===== config.mk =====
export PLATFORM = sky130hd
export DESIGN_NAME = sha256_stream_hasher_core
export DESIGN_NICKNAME = d
export VERILOG_FILES = /design/src/rtl/core/sha256_pkg.sv /design/src/rtl/core/sha256_front.sv /design/src/rtl/core/sha256_back.sv /design/src/rtl/core/sha256_stream_hasher_core.sv
export SDC_FILE = /design/constraint.sdc
export NUM_CORES = 2
export LEC_CHECK = 0
export BUFFER_PORTS_ARGS = -buffer_cell sky130_fd_sc_hd__buf_2
export CORE_ASPECT_RATIO = 1.5
export CORE_MARGIN = 2
export CORE_UTILIZATION = 35
export CTS_BUF_LIST = sky130_fd_sc_hd__clkbuf_4
export CTS_CLUSTER_DIAMETER = 100
export CTS_CLUSTER_SIZE = 30
export DETAILED_ROUTE_END_ITERATION = 7
export SYNTH_ARGS = -nofsm -noshare
export SYNTH_HDL_FRONTEND = slang
export SYNTH_SLANG_ARGS = --single-unit

===== constraint.sdc =====
create_clock -name clk -period 35.7 [get_ports clk]
set_input_delay 7.14 -clock clk [delete_from_list [all_inputs] [get_ports clk]]
set_output_delay 7.14 -clock clk [all_outputs]
set_load 0.01 [all_outputs]

===== src/rtl/core/sha256_pkg.sv =====
// SHA-256 stream hasher package: item kinds, round constants, initial hash.
// Used by the front, back and top-level modules; no dependencies.
package sha256_pkg;

  localparam int KIND_W  = 2;
  localparam int QDEPTH  = 4;

  localparam logic [KIND_W-1:0] KIND_BYTE = 2'd0;
  localparam logic [KIND_W-1:0] KIND_LAST = 2'd1;
  localparam logic [KIND_W-1:0] KIND_END  = 2'd2;
  localparam logic [KIND_W-1:0] KIND_RSVD = 2'd3;

  localparam logic [7:0] PAD_BYTE = 8'h80;
  localparam logic [9:0] BLOCK_BITS = 10'd512;

  // Queue entry: a byte to store and/or an end-of-message request
  typedef struct packed {
    logic       has_byte;
    logic       fin;
    logic [7:0] data;
  } q_item_t;

  function automatic logic [31:0] round_k(input logic [5:0] i);
    logic [31:0] k;
    case (i)
      6'd0: k = 32'h428a2f98; 6'd1: k = 32'h71374491; 6'd2: k = 32'hb5c0fbcf;
      6'd3: k = 32'he9b5dba5; 6'd4: k = 32'h3956c25b; 6'd5: k = 32'h59f111f1;
      6'd6: k = 32'h923f82a4; 6'd7: k = 32'hab1c5ed5; 6'd8: k = 32'hd807aa98;
      6'd9: k = 32'h12835b01; 6'd10: k = 32'h243185be; 6'd11: k = 32'h550c7dc3;
      6'd12: k = 32'h72be5d74; 6'd13: k = 32'h80deb1fe; 6'd14: k = 32'h9bdc06a7;
      6'd15: k = 32'hc19bf174; 6'd16: k = 32'he49b69c1; 6'd17: k = 32'hefbe4786;
      6'd18: k = 32'h0fc19dc6; 6'd19: k = 32'h240ca1cc; 6'd20: k = 32'h2de92c6f;
      6'd21: k = 32'h4a7484aa; 6'd22: k = 32'h5cb0a9dc; 6'd23: k = 32'h76f988da;
      6'd24: k = 32'h983e5152; 6'd25: k = 32'ha831c66d; 6'd26: k = 32'hb00327c8;
      6'd27: k = 32'hbf597fc7; 6'd28: k = 32'hc6e00bf3; 6'd29: k = 32'hd5a79147;
      6'd30: k = 32'h06ca6351; 6'd31: k = 32'h14292967; 6'd32: k = 32'h27b70a85;
      6'd33: k = 32'h2e1b2138; 6'd34: k = 32'h4d2c6dfc; 6'd35: k = 32'h53380d13;
      6'd36: k = 32'h650a7354; 6'd37: k = 32'h766a0abb; 6'd38: k = 32'h81c2c92e;
      6'd39: k = 32'h92722c85; 6'd40: k = 32'ha2bfe8a1; 6'd41: k = 32'ha81a664b;
      6'd42: k = 32'hc24b8b70; 6'd43: k = 32'hc76c51a3; 6'd44: k = 32'hd192e819;
      6'd45: k = 32'hd6990624; 6'd46: k = 32'hf40e3585; 6'd47: k = 32'h106aa070;
      6'd48: k = 32'h19a4c116; 6'd49: k = 32'h1e376c08; 6'd50: k = 32'h2748774c;
      6'd51: k = 32'h34b0bcb5; 6'd52: k = 32'h391c0cb3; 6'd53: k = 32'h4ed8aa4a;
      6'd54: k = 32'h5b9cca4f; 6'd55: k = 32'h682e6ff3; 6'd56: k = 32'h748f82ee;
      6'd57: k = 32'h78a5636f; 6'd58: k = 32'h84c87814; 6'd59: k = 32'h8cc70208;
      6'd60: k = 32'h90befffa; 6'd61: k = 32'ha4506ceb; 6'd62: k = 32'hbef9a3f7;
      default: k = 32'hc67178f2;
    endcase
    return k;
  endfunction

  function automatic logic [31:0] init_hash(input logic [2:0] i);
    logic [31:0] h;
    case (i)
      3'd0: h = 32'h6a09e667; 3'd1: h = 32'hbb67ae85;
      3'd2: h = 32'h3c6ef372; 3'd3: h = 32'ha54ff53a;
      3'd4: h = 32'h510e527f; 3'd5: h = 32'h9b05688c;
      3'd6: h = 32'h1f83d9ab; default: h = 32'h5be0cd19;
    endcase
    return h;
  endfunction

  function automatic logic [31:0] rotr(input logic [31:0] v, input int n);
    return (v >> n) | (v << (32 - n));
  endfunction

endpackage


===== src/rtl/core/sha256_front.sv =====
// Front end: classifies input transactions and queues byte/end requests.
// Depends on sha256_pkg.
module sha256_front #(
  parameter int QDepth = sha256_pkg::QDEPTH
) (
  input  logic                 clk,
  input  logic                 rst_n,
  input  logic                 in_tvalid,
  output logic                 in_tready,
  input  logic [7:0]           in_tdata,
  input  logic [1:0]           in_tuser,
  output logic                 q_valid,
  input  logic                 q_ready,
  output sha256_pkg::q_item_t  q_item
);
  import sha256_pkg::*;

  localparam int AW = (QDepth > 1) ? $clog2(QDepth) : 1;

  q_item_t           mem_r [QDepth];
  logic [AW-1:0]     wp_r, wp_nxt, rp_r, rp_nxt;
  logic [AW:0]       cnt_r, cnt_nxt;
  logic              push, pop;
  q_item_t           cls;

  // Classify the incoming kind
  always_comb begin
    cls.data     = in_tdata;
    cls.has_byte = 1'b0;
    cls.fin      = 1'b0;
    unique case (in_tuser)
      KIND_BYTE: cls.has_byte = 1'b1;
      KIND_LAST: begin cls.has_byte = 1'b1; cls.fin = 1'b1; end
      KIND_END:  cls.fin = 1'b1;
      default:   ;
    endcase
  end

  assign in_tready = (cnt_r != (AW+1)'(QDepth));
  // Unused kind is consumed without queueing
  assign push   = in_tvalid && in_tready && (cls.has_byte || cls.fin);
  assign q_valid = (cnt_r != '0);
  assign pop    = q_valid && q_ready;
  assign q_item = mem_r[rp_r];

  always_comb begin
    wp_nxt  = push ? ((wp_r == AW'(QDepth-1)) ? '0 : wp_r + 1'b1) : wp_r;
    rp_nxt  = pop  ? ((rp_r == AW'(QDepth-1)) ? '0 : rp_r + 1'b1) : rp_r;
    cnt_nxt = cnt_r + (AW+1)'(push) - (AW+1)'(pop);
  end

  always_ff @(posedge clk) begin
    if (!rst_n) begin
      wp_r <= '0; rp_r <= '0; cnt_r <= '0;
    end else begin
      wp_r <= wp_nxt; rp_r <= rp_nxt; cnt_r <= cnt_nxt;
    end
  end

  always_ff @(posedge clk) begin
    if (push) mem_r[wp_r] <= cls;
  end

endmodule


===== src/rtl/core/sha256_back.sv =====
// Back end: block buffer, padding, 64-round compression and digest output.
// Depends on sha256_pkg.
module sha256_back (
  input  logic                 clk,
  input  logic                 rst_n,
  input  logic                 q_valid,
  output logic                 q_ready,
  input  sha256_pkg::q_item_t  q_item,
  output logic                 out_tvalid,
  input  logic                 out_tready,
  output logic [31:0]          out_tdata,
  output logic [2:0]           out_tuser,
  output logic                 out_tlast
);
  import sha256_pkg::*;

  localparam logic [2:0] ST_IDLE = 3'd0;
  localparam logic [2:0] ST_PAD  = 3'd1;
  localparam logic [2:0] ST_LEN  = 3'd2;
  localparam logic [2:0] ST_COMP = 3'd3;
  localparam logic [2:0] ST_ADD  = 3'd4;
  localparam logic [2:0] ST_OUT  = 3'd5;

  logic [2:0]  st_r, st_nxt;
  logic [31:0] w_r [16];       // 16-word schedule window, filled with block bytes
  logic [31:0] h_r [8];
  logic [31:0] s_r [8];
  logic [5:0]  fill_r;         // byte position in block
  logic [63:0] bits_r;         // bits absorbed into full blocks
  logic [63:0] len_r;          // latched message length for padding
  logic [5:0]  rnd_r;
  logic        fin_r;          // current compression carries the length
  logic        end_r;          // message end in progress
  logic        pad_r;          // 0x80 pad byte still to be written
  logic [2:0]  oidx_r;
  logic        bput;
  logic [7:0]  bval;
  logic [31:0] wt, t1, t2, wnew, s0, s1;

  assign q_ready = (st_r == ST_IDLE);

  // Byte write source: queue byte, pad, zero or length byte
  always_comb begin
    bput = 1'b0;
    bval = q_item.data;
    unique case (st_r)
      ST_IDLE: bput = q_valid && q_item.has_byte;
      ST_PAD:  begin bput = 1'b1; bval = pad_r ? PAD_BYTE : 8'h00; end
      ST_LEN:  begin bput = 1'b1; bval = len_r[63:56]; end
      default: ;
    endcase
  end

  // Round datapath
  assign wt = w_r[0];
  assign s0 = rotr(w_r[1], 7) ^ rotr(w_r[1], 18) ^ (w_r[1] >> 3);
  assign s1 = rotr(w_r[14], 17) ^ rotr(w_r[14], 19) ^ (w_r[14] >> 10);
  assign wnew = s1 + w_r[9] + s0 + w_r[0];
  assign t1 = s_r[7] + (rotr(s_r[4], 6) ^ rotr(s_r[4], 11) ^ rotr(s_r[4], 25))
            + ((s_r[4] & s_r[5]) ^ (~s_r[4] & s_r[6])) + round_k(rnd_r) + wt;
  assign t2 = (rotr(s_r[0], 2) ^ rotr(s_r[0], 13) ^ rotr(s_r[0], 22))
            + ((s_r[0] & s_r[1]) ^ (s_r[0] & s_r[2]) ^ (s_r[1] & s_r[2]));

  // Padding runs to position 55 and then the length, or to 63 first when the
  // message end leaves no room for the length in the current block
  always_comb begin
    st_nxt = st_r;
    unique case (st_r)
      ST_IDLE: if (q_valid) begin
        if (q_item.has_byte && fill_r == 6'd63) st_nxt = ST_COMP;
        else if (q_item.fin) st_nxt = ST_PAD;
      end
      ST_PAD:  if (fill_r == 6'd55) st_nxt = ST_LEN;
               else if (fill_r == 6'd63) st_nxt = ST_COMP;
      ST_LEN:  if (fill_r == 6'd63) st_nxt = ST_COMP;
      ST_COMP: if (rnd_r == 6'd63) st_nxt = ST_ADD;
      ST_ADD:  begin
        if (fin_r) st_nxt = ST_OUT;
        else if (end_r) st_nxt = ST_PAD;
        else st_nxt = ST_IDLE;
      end
      ST_OUT:  if (out_tready && oidx_r == 3'd7) st_nxt = ST_IDLE;
      default: st_nxt = ST_IDLE;
    endcase
  end

  always_ff @(posedge clk) begin
    if (!rst_n) begin
      st_r <= ST_IDLE; fill_r <= '0; bits_r <= '0; rnd_r <= '0;
      fin_r <= 1'b0; end_r <= 1'b0; pad_r <= 1'b0;
      oidx_r <= '0; out_tvalid <= 1'b0;
      for (int i = 0; i < 8; i++) h_r[i] <= init_hash(3'(i));
    end else begin
      st_r <= st_nxt;
      // Bytes enter word 15; a completed word moves down as the next one starts
      if (bput) begin
        w_r[15] <= {w_r[15][23:0], bval};
        if (fill_r[1:0] == 2'd0)
          for (int i = 0; i < 15; i++) w_r[i] <= w_r[i+1];
        fill_r <= fill_r + 6'd1;
      end
      unique case (st_r)
        ST_IDLE: if (q_valid) begin
          if (q_item.fin) begin
            len_r <= bits_r + {55'd0, fill_r, 3'd0}
                   + (q_item.has_byte ? 64'd8 : 64'd0);
            end_r <= 1'b1;
            pad_r <= 1'b1;
          end
          if (q_item.has_byte && fill_r == 6'd63) begin
            bits_r <= bits_r + 64'(BLOCK_BITS);
            for (int i = 0; i < 8; i++) s_r[i] <= h_r[i];
            rnd_r <= '0;
          end
        end
        ST_PAD: begin
          pad_r <= 1'b0;
          if (fill_r == 6'd63) begin
            for (int i = 0; i < 8; i++) s_r[i] <= h_r[i];
            rnd_r <= '0;
          end
        end
        ST_LEN: begin
          len_r <= {len_r[55:0], 8'h00};
          if (fill_r == 6'd63) begin
            for (int i = 0; i < 8; i++) s_r[i] <= h_r[i];
            rnd_r <= '0;
            fin_r <= 1'b1;
          end
        end
        ST_COMP: begin
          for (int i = 0; i < 15; i++) w_r[i] <= w_r[i+1];
          w_r[15] <= wnew;
          s_r[7] <= s_r[6]; s_r[6] <= s_r[5]; s_r[5] <= s_r[4];
          s_r[4] <= s_r[3] + t1;
          s_r[3] <= s_r[2]; s_r[2] <= s_r[1]; s_r[1] <= s_r[0];
          s_r[0] <= t1 + t2;
          rnd_r <= rnd_r + 6'd1;
        end
        ST_ADD: begin
          for (int i = 0; i < 8; i++) h_r[i] <= h_r[i] + s_r[i];
          if (fin_r) begin out_tvalid <= 1'b1; oidx_r <= '0; end
        end
        ST_OUT: if (out_tready) begin
          oidx_r <= oidx_r + 3'd1;
          if (oidx_r == 3'd7) begin
            out_tvalid <= 1'b0;
            for (int i = 0; i < 8; i++) h_r[i] <= init_hash(3'(i));
            bits_r <= '0; fin_r <= 1'b0; end_r <= 1'b0;
          end else begin
            for (int i = 0; i < 7; i++) h_r[i] <= h_r[i+1];
          end
        end
        default: ;
      endcase
    end
  end

  assign out_tdata = h_r[0];
  assign out_tuser = oidx_r;
  assign out_tlast = (oidx_r == 3'd7);

endmodule


===== src/rtl/core/sha256_stream_hasher_core.sv =====
// Top level of the SHA-256 stream hasher: front queue plus compression back end.
// Depends on sha256_pkg, sha256_front, sha256_back.
//
//  channel | dir | tdata                 | tuser                  | tlast
//  in_     | in  | [7:0] msg_byte        | [1:0] kind             | -
//  out_    | out | [31:0] digest_word    | [2:0] word_index       | last_word
//
// The back end takes one byte per cycle; a full block then runs the 64 rounds and
// the hash add, during which input stalls once the QDepth-entry queue fills.
// Message end writes one pad/length byte per cycle up to the block end, runs one or
// two compressions, and sends eight output words, each held while out_tready
// is low. Reset is synchronous and restores the initial hash.
module sha256_stream_hasher_core #(
  parameter int QDepth = sha256_pkg::QDEPTH
) (
  input  logic        clk,
  input  logic        rst_n,
  input  logic        in_tvalid,
  output logic        in_tready,
  input  logic [7:0]  in_tdata,   // [7:0] msg_byte
  input  logic [1:0]  in_tuser,   // [1:0] kind
  output logic        out_tvalid,
  input  logic        out_tready,
  output logic [31:0] out_tdata,  // [31:0] digest_word
  output logic [2:0]  out_tuser,  // [2:0] word_index
  output logic        out_tlast
);
  import sha256_pkg::*;

  logic    q_valid, q_ready;
  q_item_t q_item;

  sha256_front #(.QDepth(QDepth)) u_front (
    .clk, .rst_n, .in_tvalid, .in_tready, .in_tdata, .in_tuser,
    .q_valid, .q_ready, .q_item
  );

  sha256_back u_back (
    .clk, .rst_n, .q_valid, .q_ready, .q_item,
    .out_tvalid, .out_tready, .out_tdata, .out_tuser, .out_tlast
  );

`ifndef SYNTH
  a_last_idx: assert property (@(posedge clk) disable iff (!rst_n)
    out_tvalid && out_tlast |-> out_tuser == 3'd7) else $error("tlast index");
  a_word_step: assert property (@(posedge clk) disable iff (!rst_n)
    out_tvalid && out_tready && !out_tlast |=> out_tvalid) else $error("digest gap");
`endif

endmodule

Yosys cells after proc, flatten, opt, wreduce, memory -nomap -nowiden:

Memory sizes are Yosys's and may differ from the RTL's. A register that Yosys moved wholly into a read port is not among the register bits.
Cells that the tools add are included.

* add/sub/neg operators: 28
* multipliers: 0
* divide/modulo/power cells: 0
* $lt $le $gt $ge: 0
* eq/ne operators: 25
* shift operators: 0
* mux-type cells: 188
* bitwise gates (word level): 90
* reductions and logical operators: 29

Operators by type and width (number)
* 32-bit two-way mux: 103
* 32-bit adder: 18
* 64-bit two-way mux: 6
* 32-bit XOR: 9
* 64-bit one-hot mux with 2 select lines: 2
* 32-bit AND: 5
* 64-bit by 10-bit adder with 64-bit output (second input constant): 1
* 64-bit adder: 1
* 64-bit by 9-bit adder with 64-bit output: 1
* 1-bit bitwise OR: 63
* 1-bit two-way mux: 47
* 32-bit inverter: 1
* 10-bit by 32-bit bitwise OR with 32-bit output: 1
* 13-bit by 32-bit bitwise OR with 32-bit output: 1
* 14-bit by 32-bit bitwise OR with 32-bit output: 1
* 15-bit by 32-bit bitwise OR with 32-bit output: 1
* 19-bit by 32-bit bitwise OR with 32-bit output: 1
* 21-bit by 32-bit bitwise OR with 32-bit output: 1
* 25-bit by 32-bit bitwise OR with 32-bit output: 1
* 26-bit by 32-bit bitwise OR with 32-bit output: 1
* 30-bit by 32-bit bitwise OR with 32-bit output: 1
* 7-bit by 32-bit bitwise OR with 32-bit output: 1
* 32-bit by 22-bit XOR with 32-bit output: 1
* 32-bit by 29-bit XOR with 32-bit output: 1
* 35 further kinds: 91

* register bits: 157
* latch bits: 0
* bits in writable memories: 1064
* memory bits (read-only): 2048
* input bits: 14
* output and inout port bits: 38
* word-level logic and storage cells: 378
* memories kept: 5

Memories
* (name not given): words 64, width 32, read ports 1, clocked after Yosys merged registers in 1, write ports 0, line sha256_pkg.sv:25 `case (i)`
* u_back.w_r: words 16, width 32, read ports 16, clocked after Yosys merged registers in 0, write ports 16, line sha256_back.sv:25 `logic [31:0] w_r [16];`
* u_back.h_r: words 8, width 32, read ports 8, clocked after Yosys merged registers in 0, write ports 8, line sha256_back.sv:26 `logic [31:0] h_r [8];`
* u_back.s_r: words 8, width 32, read ports 8, clocked after Yosys merged registers in 0, write ports 8, line sha256_back.sv:27 `logic [31:0] s_r [8];`
* u_front.mem_r: words 4, width 10, read ports 1, clocked after Yosys merged registers in 1, write ports 1, line sha256_front.sv:20 `q_item_t mem_r [QDepth];`

Logic depth before layout (Yosys ltp):

* depth after elaboration: 10
* depth in mapped cells: 34
* depth with buffers taken out: 33

By module:

Synthesis repeated with hierarchy kept, for this count alone.

* cell total of the unflattened synthesis: 7112
* area, all modules: 73691.9 sq um

By module, submodules not included
* sha256_back: instances 1, cells each 7002, area each 71713.8 sq um, sequential area each 34122.7 sq um
* sha256_front: instances 1, cells each 110, area each 1978.1 sq um, sequential area each 1381.3 sq um

Worst setup path after synthesis:

OpenSTA, ideal clock, no wires.

* kind: input to register
* start point: in rst_n
* end point: mem u_back.w_r[0][0] (enable)
* setup time: 1332 ps
* arrival: 27801 ps
* required time: 34368 ps
* setup slack: 6567 ps
* cell stages on the path: 4
* buffers on the path: 2
* path through: clkbuf_1 clkbuf_1 o21ai_1 nor2_1

RTL lines
* start: declaration: line sha256_stream_hasher_core.sv:17 `input logic rst_n,`
* end: declaration: line sha256_back.sv:25

Worst setup path in the final report:

* start point: reg u_back.oidx_r[0], in the netlist u_back.out_tuser[0]
* end point: out out_tlast

* cells in the longest elaborated chain, start to end: 1

Ends and longest elaborated chain
* start: declaration: line sha256_back.sv:35 `logic [2:0] oidx_r;`
* start signal: assignment: line sha256_back.sv:145 `oidx_r <= oidx_r + 3'd1;`
* 3-bit == test: line sha256_back.sv:161 `assign out_tlast = (oidx_r == 3'd7);`
* end: declaration: line sha256_stream_hasher_core.sv:26 `output logic out_tlast`

No other way between the ends.

==> results.yml <==
timing:
  drv_slew: 0
  slew_headroom_pct: 19.0
  final-hold-violation-count: 0
  hold_slack_ns: 0.369
  finalCriticalPeriod_ns: 10.19
  fin_crit_sh_pct: 28.5
  tightest_slew_ns: 1.21
  skew_ns: 0.132
  fmax_mhz: 98.2
  rsz0062_at_grt: "false"
  setup_tns_ns: 0
  setup_viol: 0
clock_tree:
  cts-root-buf: "clkbuf_4"
  numClockSinks: 1243
  ctsResizeCount: 0
  clockBufferDepth: 3
  tritoncts: "built"
  cts_hold_buf: 0
  cts_setup_buffers: 0
  numCtsBuffers: 52
  insertion_delay_ns: 1.26
  htreeDepth: 2
  clk_pin_slew_ns: 0.31
route:
  drt-wirelength-per-cell_um: 22.9
  drc: 0
  drtIter0Drc: 4576
  drt_first_pass_iters: 5
  vias_per_cell: 5.40
  dr_wl_met2_um: 111000
  vias: 52995
  met3_wirelength_um: 11100
  wl_um: 225000
  ant_nets: 0
  wl_met1_um: 89600
  top_layer_used: "met5"
place:
  io_buffer_count: 51
  gp_congestion: 0.964
  post-dp-hpwl_um: 167000
  dpl-instance-area_mm2: 0.0772
yosys:
  async_reset_ff_share_pct: 0
  yosysTopAreaCellShare_pct: 43.0
  yosys.cell_types.count: 104
  synth_edf_count: 1061
  synth_area_leader_cell: "edfxtp_1"
  netlist_area_mm2: 0.0740
  syn_area_per_cell_um2: 10.4
  synthTopCellsByArea: "edfxtp_1 43%, ha_1 6.9%, nand2_1 5.6%"
  syn_nets: 7718
  ys_ff_latch: 1243
  netlist_instances: 7101
  synth_top_flop_cell: "edfxtp_1"
  synth_seq_area_share_pct: 48.0
  yosysWarnings: 0
setup_path:
  crit_top_cell: "ha_1"
  max_stage_delay_ns: 0.75
  path_max_fanout: 9
  crit_slowest_cell: "ha_1"
  critPathRequiredTime_ns: 28.56
  crit_start: "u_back.out_tuser[0]$_SDFFE_PN0P_"
  worst-setup-path-type: "flip-flop to output port"
  startpoint_type: "flip-flop"
  crit_chain: "ha_1, ha_1, buf_2"
  rr_startpoint: "u_back.s_r[1][12]$_DFFE_PP_"
  arrival_ns: 3.05
  worstSetupEndpointType: "output port"
floorplan:
  dieArea_mm2: 0.215
  ioPinCount: 52
  die_height_um: 567
  initial_core_util_pct: 35.2
  core_area_mm2: 0.210
  rows: 206
  die_w_um: 379
worst_hold_path:
  min_path_type: "flip-flop to flip-flop"
  hold_path_startpoint: "u_back.w_r[4][24]$_DFFE_PP_"
pwr:
  p_clk_share_pct: 9.9
  p_comb_share_pct: 52.9
  powerDensity_mw_per_mm2: 74.4
  ir_drop_uv: 122
  p_sw_w: 0.00253
  power_w: 0.00580
  p_leak_nw: 28.8
  pwr-share-seq_pct: 37.2
  switching_share_pct: 43.6
  p_int_w: 0.00327
global_routing:
  grt_usage_pct: 20.6
  grt_pass1_wl_um: 334000
  grt_max_degree: 199
  grt_overflow: 0
  grt_pass1_vias: 52955
  antenna_found_initial: 15
job:
  drv_cap: 0
cells_and_area:
  nFillCells: 20687
  drive_gt1_share_pct: 4.49
  syn_to_final_growth_pct: 5.35
  final_net_count: 7580
  fin_area_mm2: 0.0780
run_status:
  outcome: "completed"
==> per-layer routing <==
metal  track usage [%]  up-vias
met1              25.2    25963
li1                  -    24988
met2              35.4     1607
met5                 0        -
met3              2.22      421
met4              11.0       16
==> power groups by stage <==
| stage | clock network (W) | registers, W | logic (W) |
|---|---|---|---|
| final | 0.000575 | 0.00216 | 0.00307 |
| after global routing | 0.000641 | 0.00218 | 0.00340 |
| after CTS | 0.000598 | 0.00216 | 0.00304 |
| after detailed placement | 0 | 0.00219 | 0.00302 |
| after global placement | 0 | 0.00218 | 0.00299 |
| after floorplan | 0 | 0.00221 | 0.00221 |
==> sequential cells by signal, summed over array words and instances, names as in the netlist, named ones only <==
| name | flops |
|---|---|
| u_back.bits_r | 55 |
| u_back.end_r | 1 |
| u_back.fill_r | 6 |
| u_back.fin_r | 1 |
| u_back.h_r | 256 |
| u_back.len_r | 61 |
| u_back.out_tuser | 3 |
| u_back.out_tvalid | 1 |
| u_back.pad_r | 1 |
| u_back.rnd_r | 6 |
| u_back.s_r | 256 |
| u_back.st_r | 3 |
| u_back.w_r | 512 |
| u_front.cnt_r | 3 |
| u_front.mem_r | 40 |
| u_front.rp_r | 2 |
| u_front.wp_r | 2 |
==> cells by family (layout without fill, tap and decap cells) <==
kind of cell / Yosys count / count (layout) / synth area share, %
simple gates: 2142 / 2142 / 12.7
compound gates: 1680 / 1680 / 14.1
flops: 1243 / 1243 / 48.0
xor+xnor: 687 / 687 / 8.16
buf+inv: 669 / 563 / 3.61
fa+ha+maj: 625 / 625 / 12.5
mux: 55 / 55 / 0.959
other cells: 0 / 12 / 0
==> metrics by stage <==
| step | setup WS, ns | cells | utilization, % |
|---|---|---|---|
| floorplan | 6.57 | 7101 | - |
| global placement | 24.48 | 9717 | 36.7 |
| detailed placement | 24.42 | 9717 | 36.7 |
| CTS | 25.51 | 9803 | 37.1 |
| global route | 25.40 | 9811 | 37.1 |
| finish | 25.51 | 9815 | 37.1 |
==> final timing paths <==
path | end | slack [ns] | depth (start not counted)
worst min-delay path | u_back.w_r[3][24]$_DFFE_PP_ | 0.37 | 0
worst max register to register | u_back.s_r[0][31]$_DFFE_PP_ | 26.68 | 32
worst min register to register | u_back.w_r[3][24]$_DFFE_PP_ | 0.37 | 0
worst max-delay path | out_tlast | 25.51 | 3
==> worst max-delay path, delay by kind of cell (launching register included) <==
family	cells	cell delay (ns)
adder cells (fa/ha/maj)	2	0.96
flip-flops	1	0.56
buffers and inverters	1	0.28
==> placed cells by master, fill, tap and decap left out, types with 41 or more instances in the layout <==
cell type,n
nand3_1,105
nand2_1,1108
xor2_1,272
a31oi_1,41
nand4_1,48
dfxtp_1,182
ha_1,407
nor2_1,442
nor3_1,100
a211oi_1,57
inv_1,349
o211ai_1,47
o21ai_0,455
o22ai_1,43
a21o_1,165
nor2b_1,45
clkbuf_4,65
o21bai_1,50
edfxtp_1,1061
o21a_1,50
a21oi_1,481
fa_1,196
nand2b_1,69
xnor2_1,413
buf_4,70
buf_2,51
==> Yosys cell counts (22+ instances only) <==
library cell	n
nand3_1	105
fa_1	196
xor2_1	273
dfxtp_1	182
o221ai_1	24
or3_1	39
o21ai_0	455
nand4_1	48
nand2_1	1113
edfxtp_1	1061
o21a_1	50
maj3_1	22
inv_1	349
clkbuf_1	250
a211oi_1	57
a21o_1	165
o21bai_1	50
a21oi_1	488
a221oi_1	23
ha_1	407
and3_1	38
buf_2	35
nor3_1	103
o31ai_1	35
o211ai_1	47
o22ai_1	43
a31oi_1	41
mux2i_1	39
nand2b_1	69
xnor2_1	413
and2_1	27
nor2b_1	45
nor2_1	447
==> layout make-up <==
cell class	count	area [µm²]	area share [%]
sequential	1243	35500	45.5
tap	2808	3510	4.51
antenna	12	30.0	0.0385
multi-input combinational	5189	36000	46.2
clock buffer	65	488	0.626
inverter	354	1330	1.71
timing repair buffer	123	821	1.05
clock inverter	21	273	0.350
Power figures use the tool's default switching activity.
